$ cat src/sv/isd_pkg.sv
// Shared constants and types for the integrating switch debouncer.
`default_nettype none

package isd_pkg;

   // Field widths
   localparam int NOW_BITS      = 32;
   localparam int MS_BITS       = 23;
   localparam int COUNT_BITS    = 32;
   localparam int PERIOD_BITS   = 16;
   localparam int THR_BITS      = 8;
   localparam int CSR_ADDR_BITS = 4;
   localparam int CSR_DATA_BITS = 32;

   localparam int TIME_BITS_DEFAULT = 32;

   // Ceiling applied to the programmed threshold (fits 16 bits).
   localparam int unsigned MAX_THRESHOLD = 255;

   // Register reset values
   localparam logic [PERIOD_BITS-1:0] PERIOD_RESET     = 16'd1000;
   localparam logic [THR_BITS-1:0]    THRESHOLD_RESET  = 8'd5;
   localparam logic                   ACTIVE_LOW_RESET = 1'b1;

   // Microsecond to millisecond conversion.
   // us / 1000 = (us >> 3) / 125, and /125 is a multiply by
   // ceil(2^37 / 125) followed by a right shift of 37. Exact for any
   // 30-bit dividend.
   localparam logic [63:0] US_PER_MS   = 64'd1000;
   localparam logic [63:0] MS_MAX      = 64'h7F_FFFF;
   localparam logic [63:0] SAT_US      = MS_MAX * US_PER_MS;
   localparam int          DIV_IN_BITS = 33;
   localparam int          PRE_SHIFT   = 3;
   localparam int          Y_BITS      = DIV_IN_BITS - PRE_SHIFT;
   localparam int          RECIP_BITS  = 31;
   localparam int          RECIP_SHIFT = 37;
   localparam int          PROD_BITS   = Y_BITS + RECIP_BITS;
   localparam logic [RECIP_BITS-1:0] RECIP_125 = 31'd1099511628;

   // CSR register indexes (byte address = 4 * index)
   typedef enum logic [1:0] {
      REG_SAMPLE_PERIOD    = 2'd0,
      REG_ACTIVE_THRESHOLD = 2'd1,
      REG_ACTIVE_LOW       = 2'd2
   } csr_index_type;

endpackage

`default_nettype wire

$ cat src/sv/isd_req_if.sv
// Poll channel: timestamp and raw pin level.
`default_nettype none

interface isd_req_if;
   logic                          valid;
   logic                          ready;
   logic [isd_pkg::NOW_BITS-1:0]  now_us;
   logic                          pin_level;

   modport source (output valid, output now_us, output pin_level, input ready);
   modport sink   (input valid, input now_us, input pin_level, output ready);
endinterface

`default_nettype wire

$ cat src/sv/isd_rsp_if.sv
// Result channel: debounced state and press statistics.
`default_nettype none

interface isd_rsp_if;
   logic                           valid;
   logic                           ready;
   logic                           pressed;
   logic [isd_pkg::COUNT_BITS-1:0] press_count;
   logic [isd_pkg::MS_BITS-1:0]    last_press_ms;
   logic [isd_pkg::MS_BITS-1:0]    state_age_ms;

   modport source (output valid, output pressed, output press_count,
                   output last_press_ms, output state_age_ms, input ready);
   modport sink   (input valid, input pressed, input press_count,
                   input last_press_ms, input state_age_ms, output ready);
endinterface

`default_nettype wire

$ cat src/sv/integrating_switch_debouncer.sv
// Integrating switch debouncer: top level with CSR block and two-stage datapath.
//
// Every poll transaction (timestamp plus raw pin level) yields exactly one
// result transaction. Throughput is one transaction per clock while results are
// taken; a result is valid on rsp_bus once its poll has passed through the
// stage-1 register and the result register. The debounce
// state (sample timer, saturating integrator, pressed flag, press counter)
// is updated in the accept cycle, so back-to-back polls chain through it
// directly. The microsecond-to-millisecond conversion is a reciprocal
// multiply that sits in the second stage, between the stage-1 register and
// the result register. req_bus.ready drops only while both stages hold a
// transaction and the result is not being taken. CSRs: sample period at
// 0x0, threshold at 0x4, active-low polarity at 0x8; write them only while
// the block is idle.
`default_nettype none

module integrating_switch_debouncer #(
   parameter int TIME_BITS = isd_pkg::TIME_BITS_DEFAULT   // timestamp wrap width, 16..64
) (
   input  wire logic                                clock,
   input  wire logic                                reset,
   // CSR port
   input  wire logic                                csr_psel,
   input  wire logic                                csr_penable,
   input  wire logic                                csr_pwrite,
   input  wire logic [isd_pkg::CSR_ADDR_BITS-1:0]   csr_paddr,
   input  wire logic [isd_pkg::CSR_DATA_BITS-1:0]   csr_pwdata,
   output logic      [isd_pkg::CSR_DATA_BITS-1:0]   csr_prdata,
   output logic                                     csr_pready,
   // Streams
   isd_req_if.sink                                  req_bus,
   isd_rsp_if.source                                rsp_bus
);

   // Compare width for the saturation check: wide enough for SAT_US.
   localparam int CMP_BITS = (TIME_BITS > isd_pkg::DIV_IN_BITS) ?
                             TIME_BITS : isd_pkg::DIV_IN_BITS;

   //------------------------------------------------------------------
   // CSRs
   //------------------------------------------------------------------
   logic [isd_pkg::PERIOD_BITS-1:0] sample_period_ff, sample_period_in;
   logic [isd_pkg::THR_BITS-1:0]    threshold_ff, threshold_in;
   logic                            active_low_ff, active_low_in;

   isd_pkg::csr_index_type csr_index;
   logic                   csr_write;

   always_comb begin
      csr_index        = isd_pkg::csr_index_type'(csr_paddr[3:2]);
      csr_write        = csr_psel && csr_penable && csr_pwrite;
      csr_pready       = 1'b1;
      sample_period_in = sample_period_ff;
      threshold_in     = threshold_ff;
      active_low_in    = active_low_ff;
      csr_prdata       = '0;
      unique case (csr_index)
         isd_pkg::REG_SAMPLE_PERIOD: begin
            csr_prdata = isd_pkg::CSR_DATA_BITS'(sample_period_ff);
            if (csr_write) sample_period_in = csr_pwdata[isd_pkg::PERIOD_BITS-1:0];
         end
         isd_pkg::REG_ACTIVE_THRESHOLD: begin
            csr_prdata = isd_pkg::CSR_DATA_BITS'(threshold_ff);
            if (csr_write) threshold_in = csr_pwdata[isd_pkg::THR_BITS-1:0];
         end
         isd_pkg::REG_ACTIVE_LOW: begin
            csr_prdata = isd_pkg::CSR_DATA_BITS'(active_low_ff);
            if (csr_write) active_low_in = csr_pwdata[0];
         end
         default: begin
            // unmapped: reads zero, writes dropped
            csr_prdata = '0;
         end
      endcase
   end

   always_ff @(posedge clock) begin
      if (reset) begin
         sample_period_ff <= isd_pkg::PERIOD_RESET;
         threshold_ff     <= isd_pkg::THRESHOLD_RESET;
         active_low_ff    <= isd_pkg::ACTIVE_LOW_RESET;
      end else begin
         sample_period_ff <= sample_period_in;
         threshold_ff     <= threshold_in;
         active_low_ff    <= active_low_in;
      end
   end

   //------------------------------------------------------------------
   // Pipeline handshake
   //------------------------------------------------------------------
   logic s1_valid_ff, s1_valid_in;
   logic rsp_valid_ff, rsp_valid_in;
   logic s2_en;      // result register may load
   logic accept;

   always_comb begin
      s2_en         = !rsp_valid_ff || rsp_bus.ready;
      req_bus.ready = !s1_valid_ff || s2_en;
      accept        = req_bus.valid && req_bus.ready;
   end

   //------------------------------------------------------------------
   // Stage 1: debounce state update in the accept cycle
   //------------------------------------------------------------------
   logic [TIME_BITS-1:0]             last_sample_ff, last_sample_in;
   logic [TIME_BITS-1:0]             state_start_ff, state_start_in;
   logic [isd_pkg::THR_BITS-1:0]     integrator_ff, integrator_in;
   logic                             debounced_ff, debounced_in;
   logic [isd_pkg::COUNT_BITS-1:0]   press_cnt_ff, press_cnt_in;

   logic                             s1_changed_ff, s1_changed_in;
   logic                             s1_released_ff, s1_released_in;
   logic [isd_pkg::Y_BITS-1:0]       s1_y_ff, s1_y_in;

   logic [TIME_BITS-1:0]             now_t, samp_diff, state_diff;
   logic [isd_pkg::THR_BITS-1:0]     thr, integ_step;
   logic                             sample_hit, at_end, settled, changed;
   logic [CMP_BITS-1:0]              diff_wide;
   logic [isd_pkg::DIV_IN_BITS-1:0]  diff_clamp;

   always_comb begin
      now_t = TIME_BITS'(req_bus.now_us);
      // effective ceiling: min(threshold, MAX_THRESHOLD)
      thr = ({8'd0, threshold_ff} > 16'(isd_pkg::MAX_THRESHOLD)) ?
            isd_pkg::THR_BITS'(isd_pkg::MAX_THRESHOLD) : threshold_ff;

      samp_diff  = now_t - last_sample_ff;
      sample_hit = samp_diff >= TIME_BITS'(sample_period_ff);

      // saturating integrator, moved only on a sample
      integ_step = integrator_ff;
      if (sample_hit) begin
         if (req_bus.pin_level) begin
            if (integrator_ff < thr) integ_step = integrator_ff + 8'd1;
         end else if (integrator_ff != '0) begin
            integ_step = integrator_ff - 8'd1;
         end
      end

      // state is only decided at either end of the integrator range
      at_end  = (integ_step == thr) || (integ_step == '0);
      settled = active_low_ff ? (integ_step == '0) : (integ_step != '0);
      changed = at_end && (settled != debounced_ff);

      // time in current state, clamped so the ms result saturates at 2^23-1
      state_diff = now_t - state_start_ff;
      diff_wide  = CMP_BITS'(state_diff);
      diff_clamp = (diff_wide >= CMP_BITS'(isd_pkg::SAT_US)) ?
                   isd_pkg::DIV_IN_BITS'(isd_pkg::SAT_US) :
                   diff_wide[isd_pkg::DIV_IN_BITS-1:0];

      last_sample_in = last_sample_ff;
      integrator_in  = integrator_ff;
      debounced_in   = debounced_ff;
      state_start_in = state_start_ff;
      press_cnt_in   = press_cnt_ff;
      s1_changed_in  = s1_changed_ff;
      s1_released_in = s1_released_ff;
      s1_y_in        = s1_y_ff;

      if (accept) begin
         if (sample_hit) last_sample_in = now_t;
         integrator_in = integ_step;
         if (changed) begin
            debounced_in   = settled;
            state_start_in = now_t;
            if (settled) press_cnt_in = press_cnt_ff + 32'd1;
         end
         s1_changed_in  = changed;
         s1_released_in = changed && !settled;
         s1_y_in        = diff_clamp[isd_pkg::DIV_IN_BITS-1:isd_pkg::PRE_SHIFT];
      end

      if (accept)     s1_valid_in = 1'b1;
      else if (s2_en) s1_valid_in = 1'b0;
      else            s1_valid_in = s1_valid_ff;
   end

   always_ff @(posedge clock) begin
      if (reset) begin
         last_sample_ff <= '0;
         state_start_ff <= '0;
         integrator_ff  <= '0;
         debounced_ff   <= 1'b0;
         press_cnt_ff   <= '0;
         s1_valid_ff    <= 1'b0;
      end else begin
         last_sample_ff <= last_sample_in;
         state_start_ff <= state_start_in;
         integrator_ff  <= integrator_in;
         debounced_ff   <= debounced_in;
         press_cnt_ff   <= press_cnt_in;
         s1_valid_ff    <= s1_valid_in;
      end
   end

   always_ff @(posedge clock) begin
      s1_changed_ff  <= s1_changed_in;
      s1_released_ff <= s1_released_in;
      s1_y_ff        <= s1_y_in;
   end

   //------------------------------------------------------------------
   // Stage 2: us -> ms by reciprocal multiply, into the result register
   //------------------------------------------------------------------
   logic [isd_pkg::PROD_BITS-1:0]  prod;
   logic [isd_pkg::MS_BITS-1:0]    quo;
   logic                           load_rsp;

   logic                           rsp_pressed_ff, rsp_pressed_in;
   logic [isd_pkg::COUNT_BITS-1:0] rsp_count_ff, rsp_count_in;
   logic [isd_pkg::MS_BITS-1:0]    rsp_age_ff, rsp_age_in;
   logic [isd_pkg::MS_BITS-1:0]    press_len_ff, press_len_in;

   always_comb begin
      prod     = isd_pkg::PROD_BITS'(s1_y_ff) * isd_pkg::PROD_BITS'(isd_pkg::RECIP_125);
      quo      = prod[isd_pkg::RECIP_SHIFT+isd_pkg::MS_BITS-1:isd_pkg::RECIP_SHIFT];
      load_rsp = s2_en && s1_valid_ff;

      rsp_valid_in   = s2_en ? s1_valid_ff : rsp_valid_ff;
      rsp_pressed_in = rsp_pressed_ff;
      rsp_count_in   = rsp_count_ff;
      rsp_age_in     = rsp_age_ff;
      press_len_in   = press_len_ff;
      if (load_rsp) begin
         // debounced_ff and press_cnt_ff still match the stage-1 transaction
         rsp_pressed_in = debounced_ff;
         rsp_count_in   = press_cnt_ff;
         rsp_age_in     = s1_changed_ff ? '0 : quo;
         if (s1_released_ff) press_len_in = quo;
      end
   end

   always_ff @(posedge clock) begin
      if (reset) begin
         rsp_valid_ff <= 1'b0;
         press_len_ff <= '0;
      end else begin
         rsp_valid_ff <= rsp_valid_in;
         press_len_ff <= press_len_in;
      end
   end

   always_ff @(posedge clock) begin
      rsp_pressed_ff <= rsp_pressed_in;
      rsp_count_ff   <= rsp_count_in;
      rsp_age_ff     <= rsp_age_in;
   end

   always_comb begin
      rsp_bus.valid         = rsp_valid_ff;
      rsp_bus.pressed       = rsp_pressed_ff;
      rsp_bus.press_count   = rsp_count_ff;
      rsp_bus.last_press_ms = press_len_ff;
      rsp_bus.state_age_ms  = rsp_age_ff;
   end

   //------------------------------------------------------------------
   // Assertions
   //------------------------------------------------------------------
   // press counter steps by one, and only on entry into pressed
   a_press_count_step: assert property (@(posedge clock) disable iff (reset)
      (!$past(reset) && press_cnt_ff != $past(press_cnt_ff)) |->
      (press_cnt_ff == $past(press_cnt_ff) + 32'd1) && debounced_ff && !$past(debounced_ff))
      else $error("press counter moved without a press");

   // input side only stalls while both stages are full and output is blocked
   a_ready_stall: assert property (@(posedge clock) disable iff (reset)
      !req_bus.ready |-> s1_valid_ff && rsp_valid_ff && !rsp_bus.ready)
      else $error("input stalled with room in the pipeline");

   // a transaction that changed state reports zero age
   a_age_on_change: assert property (@(posedge clock) disable iff (reset)
      (s1_valid_ff && s2_en && s1_changed_ff) |=> (rsp_bus.state_age_ms == '0))
      else $error("state change reported nonzero age");

   // press length only updates when a release leaves stage 1
   a_press_len_update: assert property (@(posedge clock) disable iff (reset)
      (!$past(reset) && press_len_ff != $past(press_len_ff)) |->
      $past(s1_valid_ff && s2_en && s1_released_ff))
      else $error("press length changed without a release");

endmodule

`default_nettype wire
$ cat src/flat_wrapper.sv
// flat-port wrapper written by rule: the top's interface ports become plain ports
module integrating_switch_debouncer_flat 
#(
   parameter int TIME_BITS = isd_pkg::TIME_BITS_DEFAULT                                  
)
  (clock, reset, csr_psel, csr_penable, csr_pwrite, csr_paddr, csr_pwdata, csr_prdata, csr_pready, req_bus_valid, req_bus_now_us, req_bus_pin_level, req_bus_ready, rsp_bus_valid, rsp_bus_pressed, rsp_bus_press_count, rsp_bus_last_press_ms, rsp_bus_state_age_ms, rsp_bus_ready);
  isd_req_if req_bus_i ();
  isd_rsp_if rsp_bus_i ();
  input  wire logic clock;
  input  wire logic reset;
  input  wire logic csr_psel;
  input  wire logic csr_penable;
  input  wire logic csr_pwrite;
  input  wire logic [isd_pkg::CSR_ADDR_BITS-1:0] csr_paddr;
  input  wire logic [isd_pkg::CSR_DATA_BITS-1:0] csr_pwdata;
  output logic      [isd_pkg::CSR_DATA_BITS-1:0] csr_prdata;
  output logic csr_pready;
  input wire logic [$bits(req_bus_i.valid)-1:0] req_bus_valid;
  input wire logic [$bits(req_bus_i.now_us)-1:0] req_bus_now_us;
  input wire logic [$bits(req_bus_i.pin_level)-1:0] req_bus_pin_level;
  output wire logic [$bits(req_bus_i.ready)-1:0] req_bus_ready;
  output wire logic [$bits(rsp_bus_i.valid)-1:0] rsp_bus_valid;
  output wire logic [$bits(rsp_bus_i.pressed)-1:0] rsp_bus_pressed;
  output wire logic [$bits(rsp_bus_i.press_count)-1:0] rsp_bus_press_count;
  output wire logic [$bits(rsp_bus_i.last_press_ms)-1:0] rsp_bus_last_press_ms;
  output wire logic [$bits(rsp_bus_i.state_age_ms)-1:0] rsp_bus_state_age_ms;
  input wire logic [$bits(rsp_bus_i.ready)-1:0] rsp_bus_ready;
  assign req_bus_i.valid = req_bus_valid;
  assign req_bus_i.now_us = req_bus_now_us;
  assign req_bus_i.pin_level = req_bus_pin_level;
  assign req_bus_ready = req_bus_i.ready;
  assign rsp_bus_valid = rsp_bus_i.valid;
  assign rsp_bus_pressed = rsp_bus_i.pressed;
  assign rsp_bus_press_count = rsp_bus_i.press_count;
  assign rsp_bus_last_press_ms = rsp_bus_i.last_press_ms;
  assign rsp_bus_state_age_ms = rsp_bus_i.state_age_ms;
  assign rsp_bus_i.ready = rsp_bus_ready;
  integrating_switch_debouncer #(.TIME_BITS(TIME_BITS)) u_core (.clock(clock), .reset(reset), .csr_psel(csr_psel), .csr_penable(csr_penable), .csr_pwrite(csr_pwrite), .csr_paddr(csr_paddr), .csr_pwdata(csr_pwdata), .csr_prdata(csr_prdata), .csr_pready(csr_pready), .req_bus(req_bus_i), .rsp_bus(rsp_bus_i));
endmodule
$ cat config.mk
export PLATFORM = sky130hd
export DESIGN_NAME = integrating_switch_debouncer_flat
export DESIGN_NICKNAME = d
export VERILOG_FILES = /design/src/sv/isd_pkg.sv /design/src/sv/isd_req_if.sv /design/src/sv/isd_rsp_if.sv /design/src/sv/integrating_switch_debouncer.sv /design/src/flat_wrapper.sv
export SDC_FILE = /design/constraint.sdc
export NUM_CORES = 1
export LEC_CHECK = 0
export BUFFER_PORTS_ARGS = -buffer_cell sky130_fd_sc_hd__buf_2
export CAP_MARGIN = 40
export CORE_MARGIN = 2
export CORE_UTILIZATION = 35
export DETAILED_ROUTE_END_ITERATION = 10
export PLACE_DENSITY_LB_ADDON = 0.25
export SYNTH_ARGS = -nofsm -noshare
export SYNTH_HDL_FRONTEND = slang
export SYNTH_SLANG_ARGS = --single-unit
$ cat constraint.sdc
create_clock -name clock -period 11.94 [get_ports clock]
set_input_delay 0 -clock clock [delete_from_list [all_inputs] [get_ports clock]]
set_output_delay 0 -clock clock [all_outputs]
set_load 0.01 [all_outputs]
==> results.cfg <==
[clock_network]
clock-root-buffer = clkbuf_16
cts_tree = done
cts_hold_buf = 57
post_cts_resize_count = 0
cts_max_path_buffers = 3
clk_pin_slew_ns = 0.06
cts_num_sinks = 242
postCtsSetupRepairBufs = 0
insertion_delay_ns = 0.58
h-tree-depth = 1
numCtsBuffers = 28

[sta]
finClkSkew_ns = 0.02327
max_freq_ghz = 0.1179
fin_crit_sh_pct = 71.05
whs_ns = 0.08333
rsz0062_at_grt = no
setup_violations = 0
worst_pin_slew_ns = 0.7942
final.min_clock_period_ns = 8.483
slew_violations = 0
relSlewSlack_pct = 47.05
fin_tns_setup_ns = 0
finalHoldViolations = 0

[route]
drc = 0
wire_per_inst_um = 16.20
wirelength_mm = 64.05
ant_nets = 0
firstDrtPassIters = 4
vias_per_cell = 4.764
vias = 18843
drt_iter0_markers = 776

[final_layout]
seq_area_um2 = 5715
multi_input_area_um2 = 18100
num-fill-cells = 7429
fin_area_um2 = 29570
area_growth_pct = 12.38
antenna_cells = 0
drive_above_1_share_pct = 8.473
nNetsFinal = 3758

[critical_path]
crit_required_ns = 12.40
worstSetupStartpointType = register
rrSetupSlack_ns = 3.46
endpoint_kind = register
crit_type = register to register
crit_arrival_ns = 8.95
r2r-end = u_core.rsp_bus.last_press_ms[11]$_SDFFE_PP0P_
r2r-start = u_core.s1_y_ff[17]$_DFFE_PP_
crit_fanout = 10
reg2reg_depth = 26

[floorplan]
core_area_um2 = 74450
start_util_pct = 35.34
die_area_um2 = 77390
num_rows = 100
fp.dieW_um = 278.2
io_pins = 190
die_h_um = 278.2

[worst_hold_path]
min_path_type = input pin to register
whs_endpoint = u_core.active_low_ff$_SDFFE_PP1P_
min-delay-start = csr_paddr[3]
hold-path-cell-count = 4

[place]
gp_congestion = 0.8707
place_area_um2 = 28100
dpl.hpwl_mm = 51.44
portBuffers = 154

[global_routing]
grt_overflow = 0
grt_max_degree = 87
antenna_found_initial = 1
grt-busiest-layer = met2
use_met1_pct = 22.69
grt_pass1_wl_mm = 103.7
use_met2_pct = 29.72
grtUsageMet3_pct = 1.184
grt_use_total_pct = 16.78
grt_pass1_vias = 19027

[synth]
yosysWarnings = 0
synth-edff-count = 87
synthFlopType = dfxtp_1
ys_seq_elements = 242
syn_inst = 2777
syn_area_per_cell_um2 = 9.475
ys_seq_area_share_pct = 21.72
synth_async_sr_flop_share_pct = 0
ys_types = 84
syn_area_um2 = 26310

[job]
maxCapViolations = 0

[run_status]
status = completed
[area by class of cell]
| class | count | share of cell area, % |
|---|---|---|
| inverter | 569 | 7.223 |
| timing repair buffer | 226 | 5.073 |
| clock buffer | 34 | 2.513 |
| tap | 969 | 4.100 |
| clock inverter | 18 | 0.5332 |
| multi-input combinational | 1897 | 61.23 |
| sequential | 242 | 19.33 |
[cell usage after synthesis (all sizes together) (4+ instances only)]
cell     count  area (um^2)
or4         13        97.59
buf         37        251.5
fa         266         5325
a211oi       7        57.55
or2          5        31.28
a31oi        7        43.79
ha         452         5655
nand2      175        656.9
nor3b       11        87.58
nor3        48        240.2
and2         9        56.30
xnor2       62        550.5
nand3       33        170.2
and4         6        52.55
inv        569         2136
a21o        40        300.3
nand2b      12        75.07
and3        11        68.82
o21ai       51        255.2
edfxtp      87         2613
mux2i       58        580.6
o31ai        8        73.82
clkbuf      47        176.4
a211o       15        131.4
nand3b       4        30.03
mux2        24        270.3
a2111oi      5        43.79
nand4       24        150.1
nor4         8        77.57
a21oi      140        700.7
nor4b        6        58.80
o211ai      13        102.6
dfxtp      155         3103
xor2        18        157.7
or3         14        92.59
o21bai      18        138.9
nor2b       51        319.1
o21a        21        157.7
nor2       193        724.4
o2111ai      9        78.83
[flip-flops by register name (all words and copies together), names as in the netlist]
signal / flops
u_core.s1_changed_ff: 1
u_core.thr: 8
u_core.integrator_ff: 8
u_core.rsp_bus.last_press_ms: 23
u_core.rsp_bus.valid: 1
u_core.s1_y_ff: 29
u_core.sample_period_ff: 16
u_core.rsp_bus.press_count: 32
u_core.rsp_bus.pressed: 1
u_core.last_sample_ff: 32
u_core.s1_valid_ff: 1
u_core.debounced_ff: 1
u_core.press_cnt_ff: 32
u_core.s1_released_ff: 1
u_core.state_start_ff: 32
u_core.rsp_bus.state_age_ms: 23
u_core.active_low_ff: 1
[routing by layer]
| layer | part of all wire, % | vias to the layer above |
|---|---|---|
| met3 | 2.0 | 51 |
| met4 | 1.3 | 2 |
| li1 | - | 9524 |
| met5 | 0.025 | - |
| met2 | 50 | 220 |
| met1 | 47 | 9046 |
[cell families after synthesis]
logic type                 Yosys count  synth area share, %
adders and majority gates          718                41.73
buffers and inverters              653                9.743
and+or+nand+nor                    627                11.50
AOI/OAI and AO/OA                  373                9.349
DFF                                242                21.72
muxes                               82                3.233
xor gates and xnor gates            80                2.691
other                                2              0.02854
[critical path, stage by stage, from the launching register on]
cell and delay [ns]:
edfxtp_1 0.85, ha_1 0.37, fa_1 0.45, fa_1 0.54
inv_1 0.05, fa_1 0.49, inv_1 0.05, fa_1 0.50
inv_1 0.05, fa_1 0.48, inv_1 0.06, fa_1 0.53
inv_1 0.05, fa_1 0.50, inv_1 0.04, ha_1 0.29
nand3_1 0.09, or3_1 0.36, or3_1 0.36, or3_1 0.41
a21boi_0 0.43, nor2_1 0.15, o21ai_0 0.29, a21oi_1 0.17
o31ai_1 0.42, nor4b_1 0.11, a211o_1 0.28
[metrics by stage]
stage | worst slack, ns | instances | utilization, %
final | 3.457 | 3955 | 39.72
after global routing | 2.876 | 3955 | 39.72
after CTS | 3.444 | 3955 | 39.72
after detailed placement | 3.452 | 3846 | 37.74
after global placement | 3.447 | 3843 | 37.66
after floorplan | 4.384 | 2792 | -
[worst max path at each step]
stage / start / endpoint / slack [ns] / depth (start not counted)
after floorplan: u_core.s1_y_ff[17]$_DFFE_PP_ / u_core.rsp_bus.last_press_ms[11]$_SDFFE_PP0P_ / 4.38 / 26
after global placement: u_core.s1_y_ff[17]$_DFFE_PP_ / u_core.rsp_bus.last_press_ms[11]$_SDFFE_PP0P_ / 3.45 / 26
after detailed placement: u_core.s1_y_ff[17]$_DFFE_PP_ / u_core.rsp_bus.last_press_ms[11]$_SDFFE_PP0P_ / 3.45 / 26
after CTS: u_core.s1_y_ff[17]$_DFFE_PP_ / u_core.rsp_bus.last_press_ms[11]$_SDFFE_PP0P_ / 3.44 / 26
final: u_core.s1_y_ff[17]$_DFFE_PP_ / u_core.rsp_bus.last_press_ms[11]$_SDFFE_PP0P_ / 3.46 / 26
after global routing: u_core.s1_y_ff[17]$_DFFE_PP_ / u_core.rsp_bus.last_press_ms[11]$_SDFFE_PP0P_ / 2.88 / 26
[placed cells by master, fill, tap and decap left out, types with 15 or more instances in the layout]
cell	Yosys	routed
o21a_1	21	21
xnor2_1	61	61
fa_1	266	266
dfxtp_1	155	155
dlygate4sd3_1	0	57
nor3_1	48	47
xor2_1	18	18
nor2_1	193	192
nand2_1	175	175
a21o_1	40	40
buf_2	3	153
o21ai_0	48	48
a211o_1	15	15
nand3_1	32	32
mux2i_1	58	58
edfxtp_1	87	87
a21oi_1	140	140
clkbuf_16	0	28
nor2b_1	51	51
o21bai_1	17	17
conb_1	2	17
nand4_1	24	24
mux2_1	15	15
ha_1	452	452
inv_1	569	569
Power is not shown: default switching activity piles up to over one toggle a cycle in this logic, so the estimate is an artifact.
